===== src/hdl/bully_pkg.sv =====
// Shared types and constants for the bully leader election node.
package bully_pkg;

    // Node count of the system; only nodes below this and below 16 are examined.
    localparam int NODES      = 16;
    localparam int ID_W       = 4;
    localparam int MASK_W     = 16;
    localparam int ROUND_W    = 8;
    localparam int KIND_W     = 3;
    localparam int CFG_IDX_W  = 2;
    localparam int CFG_DATA_W = 16;

    // Reset value of the round limit.
    localparam logic [ROUND_W-1:0] ROUND_LIMIT_RST = 8'd10;

    // Depth of the job queue between front and back.
    localparam int Q_DEPTH = 2;
    localparam int Q_PTR_W = (Q_DEPTH > 1) ? $clog2(Q_DEPTH) : 1;
    localparam int Q_CNT_W = $clog2(Q_DEPTH + 1);

    typedef enum logic [CFG_IDX_W-1:0] {
        CFG_NODE_ID     = 2'd0,
        CFG_NBR_MASK    = 2'd1,
        CFG_ROUND_LIMIT = 2'd2
    } t_cfg_idx;

    typedef enum logic [KIND_W-1:0] {
        MSG_INIT       = 3'd0,
        MSG_ELECTION   = 3'd1,
        MSG_ALIVE      = 3'd2,
        MSG_DELAY_REQ  = 3'd3,
        MSG_DELAY_RESP = 3'd4,
        MSG_COORD      = 3'd5
    } t_msg_kind;

    typedef enum logic [KIND_W-1:0] {
        SEND_ALIVE      = 3'd0,
        SEND_ELECTION   = 3'd1,
        SEND_DELAY_REQ  = 3'd2,
        SEND_DELAY_RESP = 3'd3,
        SEND_COORD      = 3'd4
    } t_send_kind;

    typedef enum logic [1:0] {
        BK_IDLE,
        BK_FIRST,
        BK_SCAN,
        BK_TAIL
    } t_back_state;

    // One classified item: an optional first send, a sweep over a set of
    // destinations, an optional final send, and the state seen after the item.
    typedef struct packed {
        logic              first_en;
        t_send_kind        first_kind;
        logic [ID_W-1:0]   first_dest;
        logic [MASK_W-1:0] scan_mask;
        t_send_kind        scan_kind;
        logic              tail_en;
        t_send_kind        tail_kind;
        logic [ID_W-1:0]   tail_dest;
        logic [ID_W-1:0]   leader;
        logic              done;
    } t_job;

    typedef struct packed {
        logic full;
        logic empty;
    } t_q_status;

endpackage


===== src/hdl/bully_fifo.sv =====
// Short job queue that decouples the classifying front from the sending back.
module bully_fifo (
    input  logic                i_clk,
    input  logic                i_rst_n,
    input  logic                i_push,
    input  bully_pkg::t_job     i_job,
    input  logic                i_pop,
    output bully_pkg::t_job     o_job,
    output bully_pkg::t_q_status o_status
);
    import bully_pkg::*;

    t_job                 r_mem [Q_DEPTH];
    logic [Q_PTR_W-1:0]   r_wptr;
    logic [Q_PTR_W-1:0]   r_rptr;
    logic [Q_CNT_W-1:0]   r_count;
    logic                 w_push;
    logic                 w_pop;

    assign o_status.full  = (r_count == Q_CNT_W'(Q_DEPTH));
    assign o_status.empty = (r_count == '0);
    assign w_push = i_push && !o_status.full;
    assign w_pop  = i_pop && !o_status.empty;
    assign o_job  = r_mem[r_rptr];

    always_ff @(posedge i_clk) begin
        if (!i_rst_n) begin
            r_wptr  <= '0;
            r_rptr  <= '0;
            r_count <= '0;
        end else begin
            if (w_push) begin
                r_wptr <= (r_wptr == Q_PTR_W'(Q_DEPTH - 1)) ? '0 : r_wptr + 1'b1;
            end
            if (w_pop) begin
                r_rptr <= (r_rptr == Q_PTR_W'(Q_DEPTH - 1)) ? '0 : r_rptr + 1'b1;
            end
            if (w_push && !w_pop) begin
                r_count <= r_count + 1'b1;
            end else if (w_pop && !w_push) begin
                r_count <= r_count - 1'b1;
            end
        end
    end

    always_ff @(posedge i_clk) begin
        if (w_push) begin
            r_mem[r_wptr] <= i_job;
        end
    end

endmodule


===== src/hdl/bully_front.sv =====
// Front end: configuration registers, election state and item classification.
module bully_front (
    input  logic                            i_clk,
    input  logic                            i_rst_n,
    input  logic                            i_cfg_we,
    input  logic [bully_pkg::CFG_IDX_W-1:0] i_cfg_idx,
    input  logic [bully_pkg::CFG_DATA_W-1:0] i_cfg_data,
    input  logic                            i_accept,
    input  logic [bully_pkg::KIND_W-1:0]    i_msg_kind,
    input  logic [bully_pkg::ID_W-1:0]      i_sender,
    output logic                            o_push,
    output bully_pkg::t_job                 o_job
);
    import bully_pkg::*;

    logic [ID_W-1:0]    r_node_id;
    logic [MASK_W-1:0]  r_nbr_mask;
    logic [ROUND_W-1:0] r_round_limit;
    logic               r_started;
    logic               r_finished;
    logic [ROUND_W-1:0] r_rounds;
    logic [ID_W-1:0]    r_leader;

    logic               n_started;
    logic               n_finished;
    logic [ROUND_W-1:0] n_rounds;
    logic [ID_W-1:0]    n_leader;

    logic [MASK_W-1:0]  w_range;
    logic [MASK_W-1:0]  w_above;
    t_job               w_job;

    // Nodes that exist, and nodes numbered above this one.
    always_comb begin
        for (int i = 0; i < MASK_W; i++) begin
            w_range[i] = (i < NODES);
            w_above[i] = (ID_W'(i) > r_node_id);
        end
    end

    always_ff @(posedge i_clk) begin
        if (!i_rst_n) begin
            r_node_id     <= '0;
            r_nbr_mask    <= '0;
            r_round_limit <= ROUND_LIMIT_RST;
        end else if (i_cfg_we) begin
            case (t_cfg_idx'(i_cfg_idx))
                CFG_NODE_ID:     r_node_id     <= i_cfg_data[ID_W-1:0];
                CFG_NBR_MASK:    r_nbr_mask    <= i_cfg_data[MASK_W-1:0];
                CFG_ROUND_LIMIT: r_round_limit <= i_cfg_data[ROUND_W-1:0];
                default: ;
            endcase
        end
    end

    always_comb begin
        n_started  = r_started;
        n_finished = r_finished;
        n_rounds   = r_rounds;
        n_leader   = r_leader;
        w_job      = '0;
        w_job.first_kind = SEND_ALIVE;
        w_job.scan_kind  = SEND_ELECTION;
        w_job.tail_kind  = SEND_DELAY_REQ;
        case (t_msg_kind'(i_msg_kind))
            MSG_INIT, MSG_ELECTION: begin
                w_job.first_en   = (t_msg_kind'(i_msg_kind) == MSG_ELECTION);
                w_job.first_dest = i_sender;
                if (!r_started) begin
                    n_started = 1'b1;
                    if (i_sender < r_node_id) begin
                        w_job.scan_mask = r_nbr_mask & w_range & w_above;
                        w_job.tail_en   = 1'b1;
                        w_job.tail_dest = r_node_id;
                    end
                end
            end
            MSG_ALIVE: begin
                n_finished = 1'b1;
            end
            MSG_DELAY_REQ: begin
                w_job.tail_en   = 1'b1;
                w_job.tail_kind = SEND_DELAY_RESP;
                w_job.tail_dest = i_sender;
            end
            MSG_DELAY_RESP: begin
                if (r_started && !r_finished) begin
                    if (r_rounds < r_round_limit) begin
                        n_rounds        = r_rounds + 1'b1;
                        w_job.tail_en   = 1'b1;
                        w_job.tail_dest = r_node_id;
                    end else begin
                        n_finished      = 1'b1;
                        n_leader        = r_node_id;
                        w_job.scan_mask = r_nbr_mask & w_range;
                        w_job.scan_kind = SEND_COORD;
                    end
                end
            end
            MSG_COORD: begin
                n_leader   = i_sender;
                n_finished = 1'b1;
            end
            default: ;
        endcase
        w_job.leader = n_leader;
        w_job.done   = n_finished;
    end

    always_ff @(posedge i_clk) begin
        if (!i_rst_n) begin
            r_started  <= 1'b0;
            r_finished <= 1'b0;
            r_rounds   <= '0;
            r_leader   <= '0;
        end else if (i_accept) begin
            r_started  <= n_started;
            r_finished <= n_finished;
            r_rounds   <= n_rounds;
            r_leader   <= n_leader;
        end
    end

    assign o_job  = w_job;
    assign o_push = i_accept && (w_job.first_en || (|w_job.scan_mask) || w_job.tail_en);

endmodule


===== src/hdl/bully_back.sv =====
// Back end: walks one queued job and issues its sends into the output register.
module bully_back (
    input  logic                         i_clk,
    input  logic                         i_rst_n,
    input  bully_pkg::t_job              i_job,
    input  bully_pkg::t_q_status         i_q_status,
    output logic                         o_pop,
    output logic                         o_valid,
    input  logic                         i_ready,
    output logic [bully_pkg::KIND_W-1:0] o_send_kind,
    output logic [bully_pkg::ID_W-1:0]   o_dest,
    output logic                         o_last,
    output logic [bully_pkg::ID_W-1:0]   o_leader,
    output logic                         o_done_res
);
    import bully_pkg::*;

    t_back_state        r_state;
    t_back_state        n_state;
    t_job               r_job;
    logic [MASK_W-1:0]  r_mask;
    logic [MASK_W-1:0]  n_mask;
    logic               w_load;
    logic               w_emit;
    logic               w_out_free;
    logic [MASK_W-1:0]  w_rest;
    logic [ID_W-1:0]    w_low;

    logic               r_out_valid;
    t_send_kind         r_kind;
    logic [ID_W-1:0]    r_dest;
    logic               r_last;
    logic [ID_W-1:0]    r_leader;
    logic               r_done;
    t_send_kind         n_kind;
    logic [ID_W-1:0]    n_dest;
    logic               n_last;

    assign w_out_free = !r_out_valid || i_ready;
    assign w_rest     = r_mask & (r_mask - 1'b1);

    // Lowest remaining destination.
    always_comb begin
        w_low = '0;
        for (int i = MASK_W - 1; i >= 0; i--) begin
            if (r_mask[i]) begin
                w_low = ID_W'(i);
            end
        end
    end

    always_comb begin
        n_state = r_state;
        n_mask  = r_mask;
        w_load  = 1'b0;
        w_emit  = 1'b0;
        n_kind  = SEND_ALIVE;
        n_dest  = '0;
        n_last  = 1'b0;
        case (r_state)
            BK_IDLE: begin
                if (!i_q_status.empty) begin
                    w_load = 1'b1;
                    n_mask = i_job.scan_mask;
                    if (i_job.first_en) begin
                        n_state = BK_FIRST;
                    end else if (|i_job.scan_mask) begin
                        n_state = BK_SCAN;
                    end else begin
                        n_state = BK_TAIL;
                    end
                end
            end
            BK_FIRST: begin
                n_kind = r_job.first_kind;
                n_dest = r_job.first_dest;
                n_last = (r_mask == '0) && !r_job.tail_en;
                if (w_out_free) begin
                    w_emit = 1'b1;
                    if (|r_mask) begin
                        n_state = BK_SCAN;
                    end else if (r_job.tail_en) begin
                        n_state = BK_TAIL;
                    end else begin
                        n_state = BK_IDLE;
                    end
                end
            end
            BK_SCAN: begin
                n_kind = r_job.scan_kind;
                n_dest = w_low;
                n_last = (w_rest == '0) && !r_job.tail_en;
                if (w_out_free) begin
                    w_emit = 1'b1;
                    n_mask = w_rest;
                    if (|w_rest) begin
                        n_state = BK_SCAN;
                    end else if (r_job.tail_en) begin
                        n_state = BK_TAIL;
                    end else begin
                        n_state = BK_IDLE;
                    end
                end
            end
            BK_TAIL: begin
                n_kind = r_job.tail_kind;
                n_dest = r_job.tail_dest;
                n_last = 1'b1;
                if (w_out_free) begin
                    w_emit  = 1'b1;
                    n_state = BK_IDLE;
                end
            end
            default: begin
                n_state = BK_IDLE;
            end
        endcase
    end

    always_ff @(posedge i_clk) begin
        if (!i_rst_n) begin
            r_state     <= BK_IDLE;
            r_out_valid <= 1'b0;
        end else begin
            r_state <= n_state;
            if (w_emit) begin
                r_out_valid <= 1'b1;
            end else if (i_ready) begin
                r_out_valid <= 1'b0;
            end
        end
    end

    // The leader and finished flag travel with each send, so a new job loaded
    // while the previous send still waits does not disturb it.
    always_ff @(posedge i_clk) begin
        r_mask <= n_mask;
        if (w_load) begin
            r_job <= i_job;
        end
        if (w_emit) begin
            r_kind   <= n_kind;
            r_dest   <= n_dest;
            r_last   <= n_last;
            r_leader <= r_job.leader;
            r_done   <= r_job.done;
        end
    end

    assign o_pop       = w_load;
    assign o_valid     = r_out_valid;
    assign o_send_kind = r_kind;
    assign o_dest      = r_dest;
    assign o_last      = r_last;
    assign o_leader    = r_leader;
    assign o_done_res  = r_done;

endmodule


===== src/hdl/bully_leader_election_node_unit.sv =====
// Top level of one bully leader election node: front, job queue and back.
//
// Each received message item (kind, sender) is taken by the front, which
// updates the node's election state at once and turns the item into a job
// describing the messages to send; items that send nothing leave no job. The
// front accepts one item per cycle for as long as the two-entry job queue has
// room, so it keeps taking items while earlier sends are still going out. The
// back takes one job from the queue while idle and then issues one send per
// cycle into the output register whenever that register is free or being
// taken, and it loads no new job until the last send of the current one has
// been issued. The back's one-send-per-cycle sequencer sets the sustained
// rate. Every send of an item carries the leader and finished flag as they
// stood after that item, and the final send of an item is marked with last.
// Configuration registers (node_id, neighbor_mask, round_limit) are written
// through a plain write port and should only be changed while the node is idle.
module bully_leader_election_node_unit (
    input  logic                             i_clk,
    input  logic                             i_rst_n,
    input  logic                             i_cfg_we,
    input  logic [bully_pkg::CFG_IDX_W-1:0]  i_cfg_idx,
    input  logic [bully_pkg::CFG_DATA_W-1:0] i_cfg_data,
    input  logic                             i_in_valid,
    output logic                             o_in_ready,
    input  logic [bully_pkg::KIND_W-1:0]     i_msg_kind,
    input  logic [bully_pkg::ID_W-1:0]       i_sender,
    output logic                             o_out_valid,
    input  logic                             i_out_ready,
    output logic [bully_pkg::KIND_W-1:0]     o_send_kind,
    output logic [bully_pkg::ID_W-1:0]       o_dest,
    output logic                             o_last,
    output logic [bully_pkg::ID_W-1:0]       o_leader,
    output logic                             o_done_res
);
    import bully_pkg::*;

    logic      w_accept;
    logic      w_push;
    logic      w_pop;
    t_job      w_front_job;
    t_job      w_q_job;
    t_q_status w_q_status;

    // An item is only taken when its job is sure to fit in the queue.
    assign o_in_ready = !w_q_status.full;
    assign w_accept   = i_in_valid && o_in_ready;

    bully_front u_front (
        .i_clk      (i_clk),
        .i_rst_n    (i_rst_n),
        .i_cfg_we   (i_cfg_we),
        .i_cfg_idx  (i_cfg_idx),
        .i_cfg_data (i_cfg_data),
        .i_accept   (w_accept),
        .i_msg_kind (i_msg_kind),
        .i_sender   (i_sender),
        .o_push     (w_push),
        .o_job      (w_front_job)
    );

    bully_fifo u_fifo (
        .i_clk    (i_clk),
        .i_rst_n  (i_rst_n),
        .i_push   (w_push),
        .i_job    (w_front_job),
        .i_pop    (w_pop),
        .o_job    (w_q_job),
        .o_status (w_q_status)
    );

    bully_back u_back (
        .i_clk       (i_clk),
        .i_rst_n     (i_rst_n),
        .i_job       (w_q_job),
        .i_q_status  (w_q_status),
        .o_pop       (w_pop),
        .o_valid     (o_out_valid),
        .i_ready     (i_out_ready),
        .o_send_kind (o_send_kind),
        .o_dest      (o_dest),
        .o_last      (o_last),
        .o_leader    (o_leader),
        .o_done_res  (o_done_res)
    );

endmodule


===== config.mk =====
export PLATFORM = sky130hd
export DESIGN_NAME = bully_leader_election_node_unit
export DESIGN_NICKNAME = d
export VERILOG_FILES = /design/src/hdl/bully_pkg.sv /design/src/hdl/bully_fifo.sv /design/src/hdl/bully_front.sv /design/src/hdl/bully_back.sv /design/src/hdl/bully_leader_election_node_unit.sv
export SDC_FILE = /design/constraint.sdc
export NUM_CORES = 1
export LEC_CHECK = 0
export BUFFER_PORTS_ARGS = -buffer_cell sky130_fd_sc_hd__buf_2
export CAP_MARGIN = 20
export CORE_ASPECT_RATIO = 1.2
export CORE_MARGIN = 5
export CORE_UTILIZATION = 60
export CTS_CLUSTER_SIZE = 40
export DETAILED_ROUTE_END_ITERATION = 12
export GPL_TIMING_DRIVEN = 0
export PLACE_DENSITY = 0.79
export SLEW_MARGIN = 0
export SYNTH_ARGS = -nofsm -noshare
export SYNTH_HDL_FRONTEND = slang
export SYNTH_SLANG_ARGS = --single-unit

===== constraint.sdc =====
create_clock -name i_clk -period 6.2 [get_ports i_clk]
set_input_delay 0.31 -clock i_clk [delete_from_list [all_inputs] [get_ports i_clk]]
set_output_delay 0.31 -clock i_clk [all_outputs]
set_load 0.05 [all_outputs]

==> results.md <==
- DP Cell Count: 873
- Crit path cell chain: clkbuf_1 -> inv_1 -> ha_1 -> o21ai_0 -> o21ai_0 -> clkbuf_1 -> nand4_1 -> or3_1 -> o31ai_2 -> inv_2 -> ha_1 -> or3_1 -> a21boi_0
- Post-route setup slack: 1.96 ns
- FMAX: 236 MHz
- Final worst-path cycle share: 68.4%
- Worst EP required: 6.54 ns
- DRT antenna net count: 0
- Register bit total from synthesis: 164
- Maximum buffer depth of the clock tree: 2
- # resized after CTS: 0
- Max capacitance violation total: 0
- VDD IR max: 0.262 mV
- Static leakage power: 0.00319 uW
- Async SR Flop Fraction: 0%
- Die Y-Extent: 133 um
- GRT Total Usage: 21.8%
- I/O pin cnt: 45
- Dpl cell area: 8010 sq um
- Top cell type's share of synthesized area: 45.3%
- Avg Inst Size Synth: 11.4 sq um
- Final nets: 775
- Post-Syn Area: 7560 sq um
- Setup Slack @ Placement: 2.05 ns
- RSZ-0062 raised after global routing: false
- CP peak stage delay: 0.52 ns
- Post-CTS Setup Inserts: 0
- Via count: 5339
- Cell with the most instances after synthesis: edfxtp_1
- DR WL/cell: 17.3 um
- Initial Util: 60.5%
- Syn-to-layout area delta: 14.7%
- Clock skew: 0.0111 ns
- DRC violations left: 0
- FP Rows: 45
- Worst setup startpoint: u_front.r_node_id[3]$_SDFFE_PN0P_
- Crit path buf inv count: 4
- Register area share after synthesis: 58.5%
- H-Tree Depth: 4
- Largest net degree at the start of global routing: 35
- Warnings, synthesis: 0
- Dominant cell type by area after synthesis: edfxtp_1
- CP arrival: 4.58 ns
- Ant. Diodes: 0
- Initial antenna violation count: 0
- Ratio of cells with drive above 1 in the final layout: 14.3%
- Area of the die: 14900 sq um
- Total core area: 12500 sq um
- Drt initial violations: 472
- Number of I/O port buffers: 44
- Crit path depth: 13
- DR pass1 iterations: 5
- Slowest CP cell: o31ai_2
- Crit Path Class: register to register
- Routed vias/inst: 5.90
- CTS tree: built
- R2R depth: 13
- Hold Crit Class: input port to register
- Ys flop type: edfxtp_1
- Measured slew at the worst slew-check pin: 0.963 ns
- DP Wirelength: 11400 um
- Root buf cell: clkbuf_16
- Final wirelength: 15600 um
- Vias in the first global route: 5401
- First-pass GRT wire length: 26000 um
- CTS Buf Count: 17
- GR Overflow Total: 0
- CTS Hold Bufs: 0
- Fin Setup TNS: 0 ns
- WHS Path Cells: 3
- Status: finished clean
- Hold Crit Start: i_cfg_data[15]
- Worst-skew pair later-pin latency: 0.42 ns
- Fin cells: 905
- Cell Pwr Density: 423 nW/um^2
- Hold slack: 0.142 ns
- Mapped Cells: 664
- Worst setup EP type: register
- Syn nets: 711
- GP Congestion: 0.880
- Final Cell Area: 8670 sq um
- CTS sink count: 164
- Clock slew at reported path FFs: 0.06 ns
- Fin crit period: 4.24 ns
- R2r startpoint: u_front.r_node_id[3]$_SDFFE_PN0P_
- Max-slew violations: 0
- Worst setup SP type: register
- Distinct cells, synth: 63
- Final hold violation count: 0
- Commonest cells in the synthesized netlist: edfxtp_1, nand2_1, dfxtp_1
- Die span in x: 112 um
- Setup-failing EPs final: 0
- Crit-path leading delay family: compound AO/OA/AOI/OAI gates
- Fillers: 929
- Ranking of synthesized cells by area: edfxtp_1, dfxtp_1, mux2i_1, nand2_1, ha_1
- EDFF count, synth: 114
- Relative slew slack: 35.6%
- CP max FO: 10
-- worst reg2reg max path: cells and delay by family, from the launching register on --
family,cells,cell delay [ns]
compound gates,4,1.15
buf+inv,4,1.11
simple gates,3,0.89
fa+ha+maj,2,0.69
flops,1,0.30
-- flip-flops by register name, summed over array words and instances (netlist names), 2 cells and up, named ones only --
signal                 flops
u_back.r_mask             16
u_front.r_round_limit      8
u_back.o_dest              4
u_fifo.r_mem              68
u_front.r_nbr_mask        16
u_back.r_state             2
u_front.r_node_id          4
u_fifo.r_count             2
u_back.r_job              17
u_front.r_rounds           8
u_front.r_leader           4
u_back.o_leader            4
u_back.o_send_kind         3
-- metrics by stage --
stage / power (uW) / util, %
after floorplan: 2270 / -
after global placement: 2480 / 63.9
after detailed placement: 2530 / 64.1
after CTS: 3670 / 69.3
after global routing: 3840 / 69.3
final: 3660 / 69.3
-- worst paths after layout --
check,to,slack (ns)
setup / recovery,u_fifo.r_count[1]$_SDFFE_PN0P_,1.96
hold / removal,u_front.r_nbr_mask[15]$_SDFFE_PN0P_,0.14
setup reg to reg,u_fifo.r_count[1]$_SDFFE_PN0P_,1.96
hold reg to reg,u_back.o_leader[0]$_DFFE_PP_,0.42
-- power by group --
| part | internal [uW] | leakage [uW] | switching (uW) |
|---|---|---|---|
| sequential | 1450 | 0.00149 | 136 |
| clock | 718 | 0.000303 | 415 |
| combinational | 315 | 0.00140 | 628 |
-- layout make-up --
cell class | instances | area, sq um | share of cell area [%]
inverters | 29 | 109 | 1.26
plain buffers | 29 | 109 | 1.26
clock inverters | 15 | 228 | 2.63
clock buffers | 17 | 425 | 4.91
flip-flops and latches | 164 | 4420 | 51.0
repair buffers | 45 | 231 | 2.67
multi-input cells | 442 | 2940 | 33.9
well taps | 164 | 205 | 2.37
-- layout by cell type (no fill, tap or decap), types with 3 or more instances in the layout --
master,netlist,routed
nand3_1,17,17
inv_1,27,27
nor2b_1,16,16
clkbuf_1,27,27
o211a_1,7,7
nor2_1,41,39
dfxtp_1,50,50
mux2i_1,27,27
o21bai_1,3,3
or4_1,3,3
a21o_1,5,5
and3_1,7,7
and2_1,17,17
clkinvlp_4,0,5
a21boi_0,18,18
ha_1,17,17
a21oi_1,30,30
bufinv_16,0,5
nor3_1,6,6
xnor2_1,8,8
inv_6,0,3
mux2_2,17,17
o22ai_1,4,4
buf_2,0,44
nand4_1,9,9
or3_1,4,4
clkbuf_16,0,17
nor4_1,5,5
a31oi_1,4,4
o21ai_0,38,38
nand2_1,64,64
nand3b_1,3,3
a22o_1,5,5
maj3_1,4,4
o211ai_1,9,9
edfxtp_1,114,114
nand2b_1,9,9
a22oi_1,8,8
-- cells by family (layout without fill, tap and decap cells) --
logic type	after synthesis	count (layout)	synth area share (%)
xor gates and xnor gates	10	10	1.16
DFF	164	164	58.5
AOI/OAI and AO/OA	153	153	13.6
muxes	44	44	6.11
buffers and inverters	58	135	2.88
and+or+nand+nor	214	214	14.3
adders and majority gates	21	21	3.34
-- layer usage --
metal	track usage, %	vias to the layer above	part of all wire, %
li1	-	2575	-
met1	26.2	2528	41
met2	37.6	191	51
met3	4.99	45	4.9
met4	9.29	0	3.3
met5	0	-	0
No activity file was read; power rests on OpenSTA's default activity.
